**src/hdl/rdd_pkg.sv**
```systemverilog
// types, constants and row helpers for the rrip/dip dead-block replacement block
// no dependencies
`timescale 1ns / 1ps
package rdd_pkg;
    localparam int NUM_SETS       = 2048;
    localparam int NUM_WAYS       = 16;
    localparam int NUM_LEADERS    = 64;
    localparam int SELECTOR_WIDTH = 10;

    localparam int SET_W    = $clog2(NUM_SETS);
    localparam int WAY_W    = 4;
    localparam int ROW_W    = NUM_WAYS * 4;
    localparam int LEAD_SH  = $clog2(NUM_SETS / NUM_LEADERS);
    localparam int CFG_W    = 17;

    localparam logic [SELECTOR_WIDTH-1:0] SEL_MAX = '1;
    localparam logic [SELECTOR_WIDTH-1:0] SEL_MID = SELECTOR_WIDTH'(1) << (SELECTOR_WIDTH - 1);
    localparam logic [1:0] RRPV_MAX     = 2'd3;
    localparam logic [1:0] RRPV_DISTANT = 2'd2;
    localparam logic [1:0] DEAD_MAX     = 2'd3;
    localparam logic [1:0] DEAD_NEUTRAL = 2'd1;

    localparam logic CFG_DECAY = 1'b0;
    localparam logic CFG_BIP   = 1'b1;
    localparam logic KIND_VICTIM = 1'b0;

    typedef logic [ROW_W-1:0] t_row;

    typedef struct packed {
        logic             kind;
        logic [WAY_W-1:0] way;
        logic [15:0]      valid_mask;
        logic             hit;
        logic [1:0]       ins_rrpv;
        logic             decay;
    } t_row_req;

    // way w: rrpv at [4w+3:4w+2], dead counter at [4w+1:4w]
    function automatic t_row init_row();
        t_row r;
        for (int w = 0; w < NUM_WAYS; w++) begin
            r[4*w +: 4] = {RRPV_DISTANT, DEAD_NEUTRAL};
        end
        return r;
    endfunction

    function automatic t_row decay_row(t_row a);
        t_row r;
        r = a;
        for (int w = 0; w < NUM_WAYS; w++) begin
            if (a[4*w +: 2] != 2'd0) begin
                r[4*w +: 2] = a[4*w +: 2] - 2'd1;
            end
        end
        return r;
    endfunction
endpackage

```
**src/hdl/rdd_row_calc.sv**
```systemverilog
// per-set row logic: victim search with aging, and hit/fill update of one way
// depends on rdd_pkg
`timescale 1ns / 1ps
module rdd_row_calc import rdd_pkg::*; (
    input  t_row             i_row,
    input  t_row_req         i_req,
    output t_row             o_row,
    output logic [WAY_W-1:0] o_victim
);
    logic [1:0] top;
    logic [1:0] age;
    logic       found_inv;
    logic       found_dead;
    logic [WAY_W-1:0] inv_way;
    logic [WAY_W-1:0] dead_way;
    logic [WAY_W-1:0] old_way;
    t_row aged;
    logic [1:0] dead_cur;

    always_comb begin
        top = 2'd0;
        found_inv = 1'b0;
        found_dead = 1'b0;
        inv_way = '0;
        dead_way = '0;
        for (int w = NUM_WAYS - 1; w >= 0; w--) begin
            if (w < 16 && !i_req.valid_mask[w]) begin
                found_inv = 1'b1;
                inv_way = WAY_W'(w);
            end
            if (i_row[4*w +: 2] == 2'd0) begin
                found_dead = 1'b1;
                dead_way = WAY_W'(w);
            end
        end
        for (int w = 0; w < NUM_WAYS; w++) begin
            if (i_row[4*w+2 +: 2] > top) begin
                top = i_row[4*w+2 +: 2];
            end
        end
        age = RRPV_MAX - top;
        aged = i_row;
        old_way = '0;
        for (int w = 0; w < NUM_WAYS; w++) begin
            aged[4*w+2 +: 2] = i_row[4*w+2 +: 2] + age;
        end
        for (int w = NUM_WAYS - 1; w >= 0; w--) begin
            if (aged[4*w+2 +: 2] == RRPV_MAX) begin
                old_way = WAY_W'(w);
            end
        end

        o_row = i_row;
        o_victim = old_way;
        dead_cur = i_row[4*i_req.way +: 2];
        if (i_req.kind == KIND_VICTIM) begin
            if (found_inv) begin
                o_victim = inv_way;
            end else if (found_dead) begin
                o_victim = dead_way;
            end else begin
                o_row = aged;
            end
        end else if (i_req.hit) begin
            o_row[4*i_req.way+2 +: 2] = 2'd0;
            o_row[4*i_req.way +: 2] = (dead_cur < DEAD_MAX) ? dead_cur + 2'd1 : dead_cur;
        end else begin
            // fill ahead of a decay sweep is stored one higher
            o_row[4*i_req.way+2 +: 2] = i_req.ins_rrpv;
            o_row[4*i_req.way +: 2] = i_req.decay ? DEAD_NEUTRAL + 2'd1 : DEAD_NEUTRAL;
        end
    end
endmodule

```
**config.mk**
```make
export PLATFORM = sky130hd
export DESIGN_NAME = rdd_row_calc
export DESIGN_NICKNAME = d
export VERILOG_FILES = /design/src/hdl/rdd_pkg.sv /design/src/hdl/rdd_row_calc.sv
export SDC_FILE = /design/constraint.sdc
export NUM_CORES = 1
export LEC_CHECK = 0
export ABC_AREA = 1
export BUFFER_PORTS_ARGS = -buffer_cell sky130_fd_sc_hd__buf_2
export CORE_MARGIN = 2
export CORE_UTILIZATION = 58
export DETAILED_ROUTE_END_ITERATION = 8
export PLACE_DENSITY_LB_ADDON = 0.2
export SLEW_MARGIN = 25
export SYNTH_ARGS = -nofsm -noshare
export SYNTH_HDL_FRONTEND = slang
export SYNTH_SLANG_ARGS = --single-unit
```
**constraint.sdc**
```tcl
create_clock -name vclk -period 48.9
set_input_delay 9.78 -clock vclk [all_inputs]
set_output_delay 9.78 -clock vclk [all_outputs]
set_load 0.05 [all_outputs]
```
# Word level (Yosys, flattened, before mapping)
# Cells that the tools add are included.
op_classes:
  n_addsub: 21
  n_lt_le_gt_ge: 17
  eq_ne: 16
  shift: 7
  mux: 109
  n_reduce_logical: 16
ops:
  columns: ["op", "n"]
  rows:
  - ["64-bit bitwise mux", 4]
  - ["64-bit two-way mux", 4]
  - ["4-bit two-way mux", 51]
  - ["2-bit by 34-bit variable part select with 64-bit output", 3]
  - ["2-bit by 34-bit variable shift with 64-bit output, first input constant", 2]
  - ["2-bit by 34-bit variable part select with 64-bit output, first input constant", 1]
  - ["64-bit by 7-bit variable part select with 2-bit output", 1]
  - ["2-bit two-way mux", 18]
  - ["6-bit negator with 34-bit output", 1]
  - ["7-bit negator with 34-bit output", 1]
  - ["2-bit adder", 16]
  - ["2-bit == test, second input constant", 16]
  - ["2-bit zero test", 16]
  - ["1-bit two-way mux", 32]
  - ["2-bit greater-than comparator", 15]
  - ["6-bit by 2-bit adder with 7-bit output, second input constant", 1]
  - ["2-bit by 1-bit adder with 2-bit output, second input constant", 1]
  - ["2-bit by 1-bit greater-than comparator with 1-bit output, second input constant", 1]
  - ["2-bit less-than comparator, second input constant", 1]
  - ["2-bit subtractor, first input constant", 1]
word_totals:
  register_bits: 0
  input_bits: 89

# Longest topological paths before layout
depth:
  ltp_word: 54
  mapped_depth: 112
  ltp_nobuf: 112

# Worst setup path before layout
# No wires, ideal clock.
synth_path:
  path_type: "in2out"
  startpoint: "input i_row[7]"
  endpoint: "output o_victim[3]"
  arrival_ns: 23.616
  t_required_ns: 39.120
  setup_slack_ns: 15.504
  cell_stages: 98
  path_buffers: 1
  cell_sequence: "inv_1 ha_1 o21ai_2 nand3_1 nand2_1 inv_1 ha_1 inv_1 o21ai_2 nand3_1 nand2_1 inv_1 ha_1 inv_1 o21ai_2 inv_1 nand2_1 nand2_1 [... 62 more ...] o21ai_0 inv_1 nand2_1 nand2_1 ha_1 inv_1 o21ai_0 inv_1 nand2_1 nand2_4 inv_4 buf_6 nand2_1 nand3_1 nand2_1 clkinv_1 nand4_1 o41ai_1"
synth_between:
  elab_chain_len: 52
synth_lines:
  columns: ["element", "line_no", "rtl"]
  rows:
  - ["start: declaration", "rdd_row_calc.sv:5", "input t_row i_row,"]
  - ["2-bit greater-than comparator", "rdd_row_calc.sv:37", "if (i_row[4*w+2 +: 2] > top) begin"]
  - ["2-bit two-way mux", "rdd_row_calc.sv:37", null]
  - ["2-bit greater-than comparator", "rdd_row_calc.sv:37", null]
  - ["2-bit two-way mux", "rdd_row_calc.sv:37", null]
  - ["2-bit greater-than comparator", "rdd_row_calc.sv:37", null]
  - ["2-bit two-way mux", "rdd_row_calc.sv:37", null]
  - ["2-bit greater-than comparator", "rdd_row_calc.sv:37", null]
  - ["2-bit two-way mux", "rdd_row_calc.sv:37", null]
  - ["[... 22 more ...]", null, null]
  - ["2-bit subtractor", "rdd_row_calc.sv:41", "age = RRPV_MAX - top;"]
  - ["2-bit adder", "rdd_row_calc.sv:45", "aged[4*w+2 +: 2] = i_row[4*w+2 +: 2] + age;"]
  - ["2-bit == test", "rdd_row_calc.sv:48", "if (aged[4*w+2 +: 2] == RRPV_MAX) begin"]
  - ["4-bit two-way mux (15 in series)", "rdd_row_calc.sv:48", null]
  - ["4-bit two-way mux *", "rdd_row_calc.sv:48", null]
  - ["4-bit two-way mux", "rdd_row_calc.sv:59", "end else if (found_dead) begin"]
  - ["4-bit two-way mux", "rdd_row_calc.sv:57", "if (found_inv) begin"]
  - ["4-bit two-way mux *", "rdd_row_calc.sv:56", "if (i_req.kind == KIND_VICTIM) begin"]
  - ["end: declaration", "rdd_row_calc.sv:8", "output logic [WAY_W-1:0] o_victim"]
# Mark *: on every way between the ends. The rest lies on a longest branch, timed or not.

# Worst setup path in the final report
layout_path:
  startpoint: "input i_row[7]"
  endpoint: "output o_victim[1]"
# Same word-level chain as after synthesis.

==> impl_metrics.py <==
metrics = {
    "timing": {
        "setup_ws_ns": 14.83,
        "finalMaxSlewViolations": 0,
        "max_freq_ghz": 0.0293,
        "hold_viol": 0,
        "period_share_pct": 69.7,
        "layout_min_cycle_time_ns": 34.07,
        "setup_tns_ns": 0,
        "tightest_slew_ns": 1.06,
        "setup_viol": 0,
        "slew_headroom_pct": 29.4,
        "rsz0062_at_grt": "no",
    },
    "worst_setup_path": {
        "cp.required_ns": 39.12,
        "critPathMaxStageDelay_ns": 0.47,
        "worstPathMaxFanout": 16,
        "cp-end-kind": "output port",
        "crit_top_cell": "inv_1",
        "startpoint_type": "input port",
        "cp_slowest_cell": "o21ai_0",
        "crit_arrival_ns": 24.29,
        "path_class": "input port to output port",
    },
    "synthesis": {
        "synthTopCellsByArea": "nand2_1, ha_1, inv_1",
        "synth_seq_area_share_pct": 0,
        "syn_nets": 1000,
        "syn_inst": 860,
        "syn_area_per_cell_um2": 5.44,
        "syn_area_mm2": 0.00468,
        "synth_top_cell_by_area": "nand2_1",
        "synth_top_area_share_pct": 15.6,
        "ys_warn_count": 0,
        "netlist-cell-type-count": 43,
    },
    "power": {
        "cellPowerDensity_mw_per_mm2": 18.0,
        "vdd_drop_max_v": 0.0000119,
        "power_leakage_nw": 3.10,
    },
    "die": {
        "core-area_mm2": 0.00777,
        "fp.dieH_um": 93.8,
        "rows": 32,
        "die_area_mm2": 0.00880,
        "io_pins": 157,
        "die_x_um": 93.8,
        "initial_core_util_pct": 60.2,
    },
    "final_layout": {
        "n_sequential_cell": 0,
        "num-nets-final": 1133,
        "fin_area_mm2": 0.00549,
        "finish.utilization_pct": 70.7,
        "final.fill_count": 763,
        "multiInputGateArea_mm2": 0.00410,
        "n_clock_buffer": 0,
        "diodes": 0,
        "area_growth_pct": 17.4,
        "drive_gt1_share_pct": 19.3,
        "final_cells": 1093,
        "seqCellArea_um2": 0,
    },
    "clock_network": {
        "cts_setup_buffers": 0,
        "cts.hold.buffers_added": 0,
        "post_cts_resized": 0,
    },
    "routing": {
        "drc_errors": 0,
        "firstDrtPassIters": 5,
        "via_count": 6529,
        "ant_nets": 0,
        "avgViaCountPerCell": 5.97,
        "finalWirelength_um": 15900,
        "wl_per_cell_um": 14.6,
        "drt-initial-drc-count": 660,
    },
    "place": {
        "dp_slack_ns": 14.86,
        "dp_cells": 1093,
        "gp_congestion": 1.00,
        "dpl_cell_area_mm2": 0.00549,
        "hpwl_um": 13100,
        "io_buffers": 157,
    },
    "worst_hold_path": {
        "hp-class": "input port to output port",
    },
    "global_route": {
        "antenna_found_initial": 0,
        "grt_pass1_wl_um": 25700,
        "overflow": 0,
        "grt_use_total_pct": 34.8,
        "grt_max_degree": 35,
        "grt_pass1_vias": 5758,
    },
    "job": {
        "drv_cap": 0,
    },
    "status": {
        "status": "finished, final reports clean",
    },
}
cell type report:
cell class	count	share of cell area (%)
repair buffers	159	14.6
inverters	123	8.45
multi-input cells	709	74.6
well taps	102	2.32
where the power goes:
part           total (mW)  switching, mW  leakage, nW  internal (mW)
clock                   0              0            0              0
sequential              0              0            0              0
combinational      0.0989         0.0698         3.10         0.0291
cells in the final DEF, fill, tap and decap left out, types with 2 or more instances in the layout:
master     instances
nand2_1          194
nand4_1           22
xor2_1            20
a21o_1             2
o21ai_2            4
nand2_2            5
buf_2            157
o41ai_1            2
o211ai_1          17
xnor2_1            5
ha_1              51
buf_4              2
nor2_1            76
o221ai_1          11
o32ai_1            4
o21ai_0           85
o2111ai_1          2
clkinv_1           3
o21bai_1          13
nor4_1             3
inv_1            119
a21oi_1           47
mux2i_1            9
o22ai_1            6
a31oi_1            2
nand3_2           16
o31ai_1            5
nand3_1           72
nor3_1            25
through the flow:
stage,total power [mW],hold WS (ns)
floorplan,0.0758,19.86
finish,0.0989,19.99
CTS,0.0979,19.99
global placement,0.0956,19.99
detailed placement,0.0976,19.99
global route,0.110,20.01
cell families (layout without fill, tap and decap cells):
kind of cell | count (synthesis) | after routing | synth area share [%]
AO/OA/AOI/OAI | 206 | 206 | 26.7
XOR/XNOR | 26 | 26 | 5.03
adder cells (fa/ha/maj) | 51 | 51 | 13.6
buffers and inverters | 151 | 282 | 12.4
multiplexers | 9 | 9 | 1.93
AND/OR/NAND/NOR | 417 | 417 | 40.3
worst paths after layout:
check / from / endpoint / slack (ns) / depth (start not counted)
setup / recovery: i_row[7] / o_victim[1] / 14.83 / 102
hold / removal: i_row[16] / o_row[16] / 19.99 / 4
Yosys cell counts (2+ instances only):
cell type,count
nand2_2,5
a21o_1,2
ha_1,51
buf_1,6
a21oi_1,47
inv_1,119
o32ai_1,4
nand2_1,194
nor3_1,25
nand4_1,22
nor4_1,3
a31oi_1,2
mux2i_1,9
clkinv_1,3
xor2_1,20
clkbuf_1,20
nand3_1,72
xnor2_1,5
nor2_1,76
o211ai_1,17
o21bai_1,13
o41ai_1,2
o31ai_1,5
nand3_2,16
o21ai_2,4
o221ai_1,11
o2111ai_1,2
o21ai_0,85
o22ai_1,6
per-layer routing:
layer  vias to the layer above  wire (µm)  global-route usage (%)  share of wire [%]
met1                      2878       6590                    46.9                 41
met4                         0        500                    11.1                3.1
met2                       406       7220                    59.7                 45
li1                       3195          -                       -                  -
met5                         -          0                       0                  0
met3                        50       1640                    1.36                 10
critical path: cells and delay by family:
kind	cells	cell delay (ns)
adders and majority gates	15	4.05
AOI/OAI and AO/OA	18	4.77
and+or+nand+nor	36	3.24
buffers and inverters	33	2.46
No activity file was read; power rests on OpenSTA's default activity.
